<file path="src/hw/rtl/crast_pkg.sv">
// Shared types, widths and codes for the circle outline rasterizer.
package crast_pkg;

  localparam int COORD_BITS  = 16;
  localparam int RADIUS_BITS = 12;

  // Offsets hold 0..radius plus the final step to -1.
  localparam int OFS_W = RADIUS_BITS + 1;
  // Decision term stays within a few times the radius.
  localparam int DEC_W = RADIUS_BITS + 3;
  localparam int SUM_W = (COORD_BITS > OFS_W) ? COORD_BITS : OFS_W;

  localparam int GROUP_PTS = 8;
  localparam int PHASE_W   = $clog2(GROUP_PTS);

  localparam int GRP_DEPTH = 2;
  localparam int GRP_PTR_W = $clog2(GRP_DEPTH);
  localparam int GRP_CNT_W = $clog2(GRP_DEPTH + 1);

  typedef enum logic {
    OP_START   = 1'b0,
    OP_ADVANCE = 1'b1
  } op_t;

  // One iteration's worth of work for the point emitter.
  typedef struct packed {
    logic [COORD_BITS-1:0] cx;
    logic [COORD_BITS-1:0] cy;
    logic signed [OFS_W-1:0] ofs_a;
    logic signed [OFS_W-1:0] ofs_b;
    logic done;
  } grp_t;

endpackage

</file>
<file path="src/hw/rtl/crast_front.sv">
// Front end: takes transactions, runs the decision update, queues point groups.
module crast_front (
  input  logic                                   clk,
  input  logic                                   rst_n,
  input  logic                                   accept,
  input  logic                                   operation,
  input  logic signed [crast_pkg::COORD_BITS-1:0] center_x,
  input  logic signed [crast_pkg::COORD_BITS-1:0] center_y,
  input  logic [crast_pkg::RADIUS_BITS-1:0]       radius,
  output logic                                   grp_push,
  output crast_pkg::grp_t                        grp_data
);

  logic                                   active_r, active_nxt;
  logic signed [crast_pkg::OFS_W-1:0]     a_r, a_nxt;
  logic signed [crast_pkg::OFS_W-1:0]     b_r, b_nxt;
  logic signed [crast_pkg::DEC_W-1:0]     d_r, d_nxt;
  logic [crast_pkg::COORD_BITS-1:0]       cx_r, cx_nxt;
  logic [crast_pkg::COORD_BITS-1:0]       cy_r, cy_nxt;
  logic [crast_pkg::RADIUS_BITS-1:0]      r_r, r_nxt;

  logic signed [crast_pkg::DEC_W-1:0]     a_w, b_w, r_w, two_a;
  logic signed [crast_pkg::OFS_W-1:0]     a_upd, b_upd;
  logic signed [crast_pkg::DEC_W-1:0]     d_upd;
  logic                                   done_upd;
  logic                                   is_adv;

  always_comb begin
    a_w   = crast_pkg::DEC_W'(a_r);
    b_w   = crast_pkg::DEC_W'(b_r);
    r_w   = crast_pkg::DEC_W'(r_r);
    two_a = a_w + a_w;
    a_upd = a_r;
    b_upd = b_r;
    if (d_r >= two_a) begin
      d_upd = d_r - two_a - crast_pkg::DEC_W'(1);
      a_upd = a_r + crast_pkg::OFS_W'(1);
    end else if (d_r < ((r_w - b_w) + (r_w - b_w))) begin
      d_upd = d_r + b_w + b_w - crast_pkg::DEC_W'(1);
      b_upd = b_r - crast_pkg::OFS_W'(1);
    end else begin
      d_upd = d_r + ((b_w - a_w - crast_pkg::DEC_W'(1)) + (b_w - a_w - crast_pkg::DEC_W'(1)));
      a_upd = a_r + crast_pkg::OFS_W'(1);
      b_upd = b_r - crast_pkg::OFS_W'(1);
    end
    done_upd = (b_upd < a_upd);
  end

  always_comb begin
    is_adv     = (operation == crast_pkg::OP_ADVANCE);
    active_nxt = active_r;
    a_nxt      = a_r;
    b_nxt      = b_r;
    d_nxt      = d_r;
    cx_nxt     = cx_r;
    cy_nxt     = cy_r;
    r_nxt      = r_r;
    grp_push   = 1'b0;
    if (accept) begin
      if (!is_adv) begin
        cx_nxt     = center_x;
        cy_nxt     = center_y;
        r_nxt      = radius;
        a_nxt      = '0;
        b_nxt      = crast_pkg::OFS_W'(radius);
        d_nxt      = crast_pkg::DEC_W'(radius) - crast_pkg::DEC_W'(1);
        active_nxt = 1'b1;
      end else if (active_r) begin
        grp_push = 1'b1;
        a_nxt    = a_upd;
        b_nxt    = b_upd;
        d_nxt    = d_upd;
        if (done_upd) begin
          active_nxt = 1'b0;
        end
      end
    end
    grp_data.cx    = cx_r;
    grp_data.cy    = cy_r;
    grp_data.ofs_a = a_r;
    grp_data.ofs_b = b_r;
    grp_data.done  = done_upd;
  end

  always_ff @(posedge clk) begin
    if (!rst_n) begin
      active_r <= 1'b0;
      a_r      <= '0;
      b_r      <= '0;
      d_r      <= '0;
      cx_r     <= '0;
      cy_r     <= '0;
      r_r      <= '0;
    end else begin
      active_r <= active_nxt;
      a_r      <= a_nxt;
      b_r      <= b_nxt;
      d_r      <= d_nxt;
      cx_r     <= cx_nxt;
      cy_r     <= cy_nxt;
      r_r      <= r_nxt;
    end
  end

endmodule

</file>
<file path="src/hw/rtl/crast_fifo.sv">
// Short group queue between the front end and the point emitter.
module crast_fifo (
  input  logic            clk,
  input  logic            rst_n,
  input  logic            push,
  input  crast_pkg::grp_t push_data,
  output logic            full,
  input  logic            pop,
  output logic            valid,
  output crast_pkg::grp_t pop_data
);

  crast_pkg::grp_t                    mem_r [crast_pkg::GRP_DEPTH];
  logic [crast_pkg::GRP_PTR_W-1:0]    wr_ptr_r, wr_ptr_nxt;
  logic [crast_pkg::GRP_PTR_W-1:0]    rd_ptr_r, rd_ptr_nxt;
  logic [crast_pkg::GRP_CNT_W-1:0]    cnt_r, cnt_nxt;

  always_comb begin
    full     = (cnt_r == crast_pkg::GRP_CNT_W'(crast_pkg::GRP_DEPTH));
    valid    = (cnt_r != '0);
    pop_data = mem_r[rd_ptr_r];

    wr_ptr_nxt = wr_ptr_r;
    rd_ptr_nxt = rd_ptr_r;
    cnt_nxt    = cnt_r;
    if (push) begin
      wr_ptr_nxt = (wr_ptr_r == crast_pkg::GRP_PTR_W'(crast_pkg::GRP_DEPTH - 1)) ?
                   '0 : wr_ptr_r + crast_pkg::GRP_PTR_W'(1);
    end
    if (pop) begin
      rd_ptr_nxt = (rd_ptr_r == crast_pkg::GRP_PTR_W'(crast_pkg::GRP_DEPTH - 1)) ?
                   '0 : rd_ptr_r + crast_pkg::GRP_PTR_W'(1);
    end
    if (push && !pop) begin
      cnt_nxt = cnt_r + crast_pkg::GRP_CNT_W'(1);
    end else if (pop && !push) begin
      cnt_nxt = cnt_r - crast_pkg::GRP_CNT_W'(1);
    end
  end

  always_ff @(posedge clk) begin
    if (push) begin
      mem_r[wr_ptr_r] <= push_data;
    end
  end

  always_ff @(posedge clk) begin
    if (!rst_n) begin
      wr_ptr_r <= '0;
      rd_ptr_r <= '0;
      cnt_r    <= '0;
    end else begin
      wr_ptr_r <= wr_ptr_nxt;
      rd_ptr_r <= rd_ptr_nxt;
      cnt_r    <= cnt_nxt;
    end
  end

`ifndef SYNTHESIS
  a_no_overflow: assert property (@(posedge clk) disable iff (!rst_n)
    full |-> !push)
    else $error("group queue written while full");

  a_no_underflow: assert property (@(posedge clk) disable iff (!rst_n)
    !valid |-> !pop)
    else $error("group queue read while empty");
`endif

endmodule

</file>
<file path="src/hw/rtl/crast_back.sv">
// Back end: walks the eight mirrored points of a group into the output register.
module crast_back (
  input  logic                                   clk,
  input  logic                                   rst_n,
  input  logic                                   grp_valid,
  input  crast_pkg::grp_t                        grp_data,
  output logic                                   grp_take,
  output logic                                   out_empty,
  input  logic                                   out_pop,
  output logic signed [crast_pkg::COORD_BITS-1:0] out_point_x,
  output logic signed [crast_pkg::COORD_BITS-1:0] out_point_y,
  output logic                                   out_last_of_group,
  output logic                                   out_circle_done
);

  crast_pkg::grp_t                   desc_r, desc_nxt;
  logic                              busy_r, busy_nxt;
  logic [crast_pkg::PHASE_W-1:0]     phase_r, phase_nxt;
  logic                              ovalid_r, ovalid_nxt;
  logic [crast_pkg::COORD_BITS-1:0]  px_r, px_nxt;
  logic [crast_pkg::COORD_BITS-1:0]  py_r, py_nxt;
  logic                              last_r, last_nxt;
  logic                              done_r, done_nxt;

  logic                              load_out, adv, at_end;
  logic signed [crast_pkg::OFS_W-1:0] ox, oy;
  logic signed [crast_pkg::SUM_W-1:0] ox_w, oy_w;

  // phase bit 0 swaps a/b, bit 1 negates x, bit 2 negates y
  always_comb begin
    ox = phase_r[0] ? desc_r.ofs_b : desc_r.ofs_a;
    oy = phase_r[0] ? desc_r.ofs_a : desc_r.ofs_b;
    if (phase_r[1]) begin
      ox = -ox;
    end
    if (phase_r[2]) begin
      oy = -oy;
    end
    ox_w = crast_pkg::SUM_W'(ox);
    oy_w = crast_pkg::SUM_W'(oy);
  end

  always_comb begin
    load_out = !ovalid_r || out_pop;
    adv      = busy_r && load_out;
    at_end   = (phase_r == crast_pkg::PHASE_W'(crast_pkg::GROUP_PTS - 1));
    grp_take = grp_valid && (!busy_r || (adv && at_end));

    desc_nxt   = desc_r;
    busy_nxt   = busy_r;
    phase_nxt  = phase_r;
    ovalid_nxt = ovalid_r;
    px_nxt     = px_r;
    py_nxt     = py_r;
    last_nxt   = last_r;
    done_nxt   = done_r;

    if (adv) begin
      ovalid_nxt = 1'b1;
      px_nxt     = desc_r.cx + ox_w[crast_pkg::COORD_BITS-1:0];
      py_nxt     = desc_r.cy + oy_w[crast_pkg::COORD_BITS-1:0];
      last_nxt   = at_end;
      done_nxt   = at_end && desc_r.done;
      phase_nxt  = phase_r + crast_pkg::PHASE_W'(1);
      if (at_end) begin
        busy_nxt = 1'b0;
      end
    end else if (out_pop) begin
      ovalid_nxt = 1'b0;
    end

    if (grp_take) begin
      desc_nxt  = grp_data;
      busy_nxt  = 1'b1;
      phase_nxt = '0;
    end

    out_empty         = !ovalid_r;
    out_point_x       = px_r;
    out_point_y       = py_r;
    out_last_of_group = last_r;
    out_circle_done   = done_r;
  end

  always_ff @(posedge clk) begin
    desc_r <= desc_nxt;
    px_r   <= px_nxt;
    py_r   <= py_nxt;
    last_r <= last_nxt;
    done_r <= done_nxt;
  end

  always_ff @(posedge clk) begin
    if (!rst_n) begin
      busy_r   <= 1'b0;
      phase_r  <= '0;
      ovalid_r <= 1'b0;
    end else begin
      busy_r   <= busy_nxt;
      phase_r  <= phase_nxt;
      ovalid_r <= ovalid_nxt;
    end
  end

`ifndef SYNTHESIS
  a_done_on_last: assert property (@(posedge clk) disable iff (!rst_n)
    (ovalid_r && done_r) |-> last_r)
    else $error("done flag on a point that is not last of its group");

  a_phase_holds: assert property (@(posedge clk) disable iff (!rst_n)
    (busy_r && !adv && !grp_take) |=> $stable(phase_r))
    else $error("point phase moved while output stalled");

  a_take_when_free: assert property (@(posedge clk) disable iff (!rst_n)
    grp_take |-> (!busy_r || at_end))
    else $error("new group taken before current group finished");
`endif

endmodule

</file>
<file path="src/hw/rtl/circle_outline_rasterizer.sv">
// Top level of the circle outline rasterizer: front end, group queue, point emitter.
//
// Input channel (in_push / in_full): a transaction is taken when in_push is high and
// in_full is low. in_operation selects start (load center and radius, no output)
// or advance (emit the eight mirrored points of the current offsets, then step).
// An advance with no circle in progress produces nothing.
// Result channel (out_empty / out_pop): the oldest point sits on out_point_x/y
// while out_empty is low and leaves on a clock edge with out_pop high.
// out_last_of_group marks the eighth point of an iteration; out_circle_done
// is set on that point once the outline is complete.
// The first point of an advance passes through the group queue, the emitter's
// group register and its output register. Throughput: one point per cycle while
// the receiver pops every point, set by the single output register of the point
// emitter. A two-entry group queue lets the front end run ahead of it.
// When the receiver stalls, points hold and the queue fills; in_full then rises.
// Reset (rst_n low, synchronous) drops any circle and all queued points.
module circle_outline_rasterizer (
  input  logic                                   clk,
  input  logic                                   rst_n,
  input  logic                                   in_push,
  output logic                                   in_full,
  input  logic                                   in_operation,
  input  logic signed [crast_pkg::COORD_BITS-1:0] in_center_x,
  input  logic signed [crast_pkg::COORD_BITS-1:0] in_center_y,
  input  logic [crast_pkg::RADIUS_BITS-1:0]       in_radius,
  output logic                                   out_empty,
  input  logic                                   out_pop,
  output logic signed [crast_pkg::COORD_BITS-1:0] out_point_x,
  output logic signed [crast_pkg::COORD_BITS-1:0] out_point_y,
  output logic                                   out_last_of_group,
  output logic                                   out_circle_done
);

  logic            accept;
  logic            grp_push;
  crast_pkg::grp_t grp_wdata;
  logic            grp_valid;
  logic            grp_take;
  crast_pkg::grp_t grp_rdata;

  assign accept = in_push && !in_full;

  crast_front u_front (
    .clk       (clk),
    .rst_n     (rst_n),
    .accept    (accept),
    .operation (in_operation),
    .center_x  (in_center_x),
    .center_y  (in_center_y),
    .radius    (in_radius),
    .grp_push  (grp_push),
    .grp_data  (grp_wdata)
  );

  crast_fifo u_fifo (
    .clk       (clk),
    .rst_n     (rst_n),
    .push      (grp_push),
    .push_data (grp_wdata),
    .full      (in_full),
    .pop       (grp_take),
    .valid     (grp_valid),
    .pop_data  (grp_rdata)
  );

  crast_back u_back (
    .clk               (clk),
    .rst_n             (rst_n),
    .grp_valid         (grp_valid),
    .grp_data          (grp_rdata),
    .grp_take          (grp_take),
    .out_empty         (out_empty),
    .out_pop           (out_pop),
    .out_point_x       (out_point_x),
    .out_point_y       (out_point_y),
    .out_last_of_group (out_last_of_group),
    .out_circle_done   (out_circle_done)
  );

endmodule
</file>
<file path="config.mk">
export PLATFORM = sky130hd
export DESIGN_NAME = circle_outline_rasterizer
export DESIGN_NICKNAME = d
export VERILOG_FILES = /design/src/hw/rtl/crast_pkg.sv /design/src/hw/rtl/crast_front.sv /design/src/hw/rtl/crast_fifo.sv /design/src/hw/rtl/crast_back.sv /design/src/hw/rtl/circle_outline_rasterizer.sv
export SDC_FILE = /design/constraint.sdc
export NUM_CORES = 1
export LEC_CHECK = 0
export ABC_AREA = 1
export BUFFER_PORTS_ARGS = -buffer_cell sky130_fd_sc_hd__buf_4
export CAP_MARGIN = 10
export CORE_MARGIN = 2
export CORE_UTILIZATION = 63
export CTS_CLUSTER_DIAMETER = 50
export DETAILED_ROUTE_END_ITERATION = 6
export HOLD_SLACK_MARGIN = 0.15
export PLACE_DENSITY = 0.81
export SYNTH_ARGS = -nofsm -noshare
export SYNTH_HDL_FRONTEND = slang
export SYNTH_SLANG_ARGS = --single-unit
</file>
<file path="constraint.sdc">
create_clock -name clk -period 6.9 [get_ports clk]
set_input_delay 0.69 -clock clk [delete_from_list [all_inputs] [get_ports clk]]
set_output_delay 0.69 -clock clk [all_outputs]
set_load 0.05 [all_outputs]
</file>
== Word level (Yosys, flattened, before mapping) ==
Memories as Yosys holds them, arrays and structs flattened. A register that Yosys moved wholly into a read port is not among the register bits.
Index checks and enable logic that the tools add are counted.
Word-level totals
  memories kept: 1
  register bits: 129
  bits in writable memories: 118
  bits of input ports: 49
  output and inout port bits: 36
  logic and storage cells: 105
Memories
  u_fifo.mem_r: words 2, width 59, rd ports 1, clocked after Yosys merged registers in 1, wr ports 1, RTL line crast_fifo.sv:13  | crast_pkg::grp_t mem_r [crast_pkg::GRP_DEPTH];
Operators by class
  add/sub/neg operators: 24
  mux-type cells: 32
  $lt $le $gt $ge: 3
  bitwise logic cells: 2
  equality and inequality tests: 3
  reductions and logical operators: 23
Operators by type and width (count)
  13-bit two-way mux: 11
  15-bit two-way mux: 4
  15-bit adder: 3
  15-bit by 2-bit subtractor with 15-bit output (second input constant): 3
  16-bit adder: 2
  15-bit by 13-bit adder with 15-bit output: 2
  13-bit by 13-bit subtractor with 14-bit output: 2
  13-bit negation: 2
  15-bit greater-or-equal comparator: 1
  15-bit < comparator: 1
  1-bit two-way mux: 15
  15-bit subtractor: 1
  13-bit by 13-bit adder with 14-bit output: 1
  13-bit by 2-bit adder with 13-bit output (second input constant): 1
  13-bit < comparator: 1
  12-bit by 1-bit subtractor with 13-bit output (second input constant): 1
  13-bit by 2-bit subtractor with 13-bit output (second input constant): 1
  2-bit nonzero test: 5
  1-bit logical AND: 7
  2-bit AND reduction: 3
  1-bit logical NOT: 5
  2-bit two-way mux: 2
  3-bit by 1-bit adder with 3-bit output (second input constant): 1
  3-bit == test (second input constant): 1
  8 further kinds: 11

== Longest topological paths before layout ==
  depth in word-level cells: 9
  mapped depth: 39

== Cells and area by module ==
A second synthesis with hierarchy kept.
Second synthesis, totals
  cells, all modules: 1989
  area, all modules: 18138.6 um^2
By module, submodules not included
  crast_front: area an instance 8185.4 um^2, seq. area each 1721.7 um^2, cells each 1217, times used 1
  crast_back: area an instance 5412.7 um^2, seq. area each 2892.8 um^2, cells each 551, times used 1
  crast_fifo: area an instance 4530.6 um^2, seq. area each 3643.5 um^2, cells each 219, times used 1
  circle_outline_rasterizer: area an instance 10.0 um^2, seq. area each 0.0 um^2, cells each 2, times used 1

== Worst setup path after synthesis ==
No wires, ideal clock.
  kind: reg-to-reg
  start point: register u_back.ovalid_r
  end point: register u_fifo.cnt_r[1] (netlist bit)
  path buffers: 0
  data arrival time: 4.976 ns
  clock period less this slack: 5.098 ns
  slack: 1.802 ns
  stages on the path, launching flop included: 11
  data required time: 6.778 ns
  cell sequence: dfxtp_1 -> inv_1 -> or2_2 -> a21oi_1 -> a21oi_1 -> inv_1 -> ha_1 -> a21oi_1 -> o21ai_0 -> o21ai_0 -> a21oi_1
On the way
  cells in the longest elaborated chain, start to end: 9
Ends and longest elaborated chain
  from (decl): RTL line crast_back.sv:19  | logic ovalid_r, ovalid_nxt;
  from (signal assigned): RTL line crast_back.sv:101  | ovalid_r <= ovalid_nxt;
  1-bit logical NOT (*)
  net out_empty: RTL line circle_outline_rasterizer.sv:26  | output logic out_empty,
  1-bit logical OR (*): RTL line crast_back.sv:44  | load_out = !ovalid_r || out_pop;
  1-bit logical AND (*): RTL line crast_back.sv:45  | adv = busy_r && load_out;
  1-bit logical AND (*): RTL line crast_back.sv:47  | grp_take = grp_valid && (!busy_r || (adv && at_end));
  1-bit logical OR (*): RTL line crast_back.sv:47
  1-bit logical AND (*): RTL line crast_back.sv:47
  net grp_take: RTL line circle_outline_rasterizer.sv:38  | logic grp_take;
  1-bit logical NOT: RTL line crast_fifo.sv:34  | if (push && !pop) begin
  1-bit logical AND: RTL line crast_fifo.sv:34
  2-bit two-way mux / 2-bit nonzero test (equally long branches)
  to (signal assigned): RTL line crast_fifo.sv:55  | cnt_r <= cnt_nxt;
  to (decl): RTL line crast_fifo.sv:16  | logic [crast_pkg::GRP_CNT_W-1:0] cnt_r, cnt_nxt;
Mark *: on every way through the listed nets, which the timed path passes. The rest lies on a longest branch.
A chain may end at the register's enable or synchronous reset.

==> impl_metrics.toml <==
[global_routing]
grt_use_total_pct = 32.0
grt_pass1_vias = 14700
grt_max_degree = 62
grt_pass1_wl_um = 75700
grt_overflow = 0
antenna_found_initial = 0

[drt]
vias_per_cell = 5.71
met1_length_um = 18600
route.met2.wl_um = 24000
avgRoutedWirePerCell_um = 18.4
drt_iter0_markers = 1259
drc_errors = 0
met3_wirelength_um = 2800
finalWirelength_um = 48600
top_layer = "met4"
vias = 15000
dr.pass1.iters = 5
drtAntennaViolNets = 0

[layout]
drive_above_1_share_pct = 8.66
synthToLayoutAreaGrowth_pct = 12.5
antennaDiodeCount = 0
nets = 2424
final_cell_mix = "nand2_1 (582), inv_1 (246), edfxtp_1 (211), a21oi_1 (164), nor2_1 (154)"
final_common_cell = "nand2_1"

[floorplan]
core_area_mm2 = 0.0285
pin_count = 85
start_util_pct = 63.6
dieHeight_um = 174
die_area_mm2 = 0.0302
rows = 62
die_x_um = 174

[worst_hold_path]
hp-class = "in2reg"

[sta]
finalCriticalPeriod_ns = 5.90
whs_ns = 0.393
finClkSkew_ns = 0.0182
rsz0062_at_grt = "no"
timing.final.ws_setup_ns = 0.998
clock.fmax_ghz = 0.169
hold_viol = 0
finalSetupTns_ns = 0
maxSlewViolCount = 0
relSlewSlack_pct = 23.1
worst_pin_slew_ns = 1.15
setup_viol = 0
period_share_pct = 85.5

[logic_synthesis]
synth_seq_cells = 306
synth.distinct_cells = 58
ys.warnings.count = 0
syn_inst = 2146
yosysTopAreaCellShare_pct = 34.9
synth_ff_type = "edfxtp_1"
synth.cell_area_mm2 = 0.0182
synth_edf_count = 211
synthArstFlopShare_pct = 0
ys_seq_area_share_pct = 45.4
synth_area_leaders = "edfxtp_1 (35%), nand2_1 (12%), dfxtp_1 (10%)"
synth_area_leader_cell = "edfxtp_1"
syn_area_per_cell_um2 = 8.46
syn_nets = 2346

[place]
place_ws_ns = 1.00
hpwlAfterDp_um = 35600
gp_congestion = 0.988
io_buffers = 84

[power]
leakagePower_nw = 9.20
total_power_mw = 11.4
powerDensity_mw_per_mm2 = 559
vdd_ir_drop_max_mv = 0.303

[worst_setup_path]
required_ns = 7.17
critPathLaunchType = "flop"
worst_ep_arrival_time_ns = 6.17
slowest_stage = "fa_1"
critical_path.max_stage_delay_ns = 0.40
crit_type = "reg2reg"
r2r_setup_slack_ns = 1.0
path_max_fanout = 11
cp-end-kind = "flop"

[clocking]
postCtsResizedCells = 0
ctsHoldBuffers = 0
cts_root_buf = "clkbuf_16"
clk_latency_ns = 0.52
cts_inserted_buffers = 37
clk_pin_slew_ns = 0.06
cts.sinks = 306
ctsHtreeMaxLevel = 2
ctsLongestPathBuffers = 3
cts_tree = "yes"
cts_setup_buffers = 0

[outcome]
status = "completed"

[job]
maxCapViolCount = 0
==> state kept, by name, summed over array words and instances, names as in the netlist <==
register and cells:
u_front.cy_r 16, u_back.out_point_x 16, u_back.out_last_of_group 1, u_front.d_r 15, u_front.r_r 12, u_fifo.wr_ptr_r 1
u_fifo.cnt_r 2, u_back.busy_r 1, u_back.phase_r 3, u_front.active_r 1, u_back.ovalid_r 1, u_fifo.mem_r 118
u_back.out_circle_done 1, u_front.a_r 13, u_front.cx_r 16, u_back.desc_r 59, u_fifo.rd_ptr_r 1, u_front.b_r 13
u_back.out_point_y 16
==> path summary, 6_finish.rpt <==
kind / startpoint / endpoint / cells past startpoint
worst max-delay path: u_front.b_r[0] / u_fifo.mem_r[1][0] / 32
worst min-delay path: in_center_x[15] / u_front.cx_r[15] / 3
worst max register to register: u_front.b_r[0] / u_fifo.mem_r[1][0] / 32
worst min register to register: u_front.cy_r[14] / u_fifo.mem_r[0][41] / 0
==> layout make-up <==
type / count / area (µm²)
well taps: 384 / 480
inverters: 251 / 942
flip-flops and latches: 306 / 8240
clock buffers: 43 / 1020
fillers: 2241 / 8110
multi-input cells: 1534 / 8780
clock inverters: 24 / 269
repair buffers: 94 / 706
==> synthesized netlist by cell type, types with 2 or more instances <==
cell type  instances
a221oi_1           5
o21ai_0          138
o221ai_1           3
o21ai_1            4
nor4_1             6
o31ai_1            3
inv_2              2
and2_1             3
a31oi_1           11
o21a_1             4
nor2_2             3
nand3b_1           8
buf_1              4
or2_2              4
nor3_1            19
a21oi_1          165
xnor2_1           24
edfxtp_1         211
nand2_2            2
nor2_1           158
o21bai_1           7
dfxtp_1           95
clkbuf_1          41
nor2_4             2
buf_6              2
ha_1             144
a21oi_2            2
o211ai_1           8
nand2_1          582
nand4_1           13
inv_1            247
buf_2              8
clkinv_1           2
o2111ai_1          5
a211oi_1           7
fa_1               7
nand3_1           80
xor2_1            93
a21o_1             4
xor2_2             2
==> per-stage QoR <==
step	area, µm²	util (%)	instances
final	20400	71.6	2636
after global routing	20400	71.6	2636
after CTS	20400	71.6	2636
after detailed placement	19100	67.1	2569
after global placement	19100	67.1	2569
after floorplan	18200	-	2146
==> layer usage <==
layer,up-vias,track usage [%]
li1,7319,-
met1,6947,36.9
met2,592,56.9
met3,182,3.90
met4,0,19.3
met5,-,0
==> worst max-delay path, delay by kind of cell (launching register included) <==
kind                     cells  cell delay [ns]
XOR/XNOR                     2             0.35
buffers and inverters        2             0.11
adder cells (fa/ha/maj)      4             1.20
AO/OA/AOI/OAI                9             1.41
AND/OR/NAND/NOR             15             2.19
flip-flops                   1             0.37
==> power breakdown <==
group          internal, mW  switching [mW]
Combinational          2.19            4.32
Sequential             2.63           0.287
Clock                  1.20           0.803
Total                  6.02            5.41
==> cells by family (layout without fill, tap and decap cells) <==
group | count (synthesis) | count (layout) | share of synthesized area, %
AND/OR/NAND/NOR | 891 | 891 | 20.3
buffers and inverters | 306 | 412 | 6.46
AO/OA/AOI/OAI | 373 | 373 | 11.4
XOR/XNOR | 119 | 119 | 5.82
flip-flops | 306 | 306 | 45.4
adder cells (fa/ha/maj) | 151 | 151 | 10.7
No activity file was read; power rests on OpenSTA's default activity.
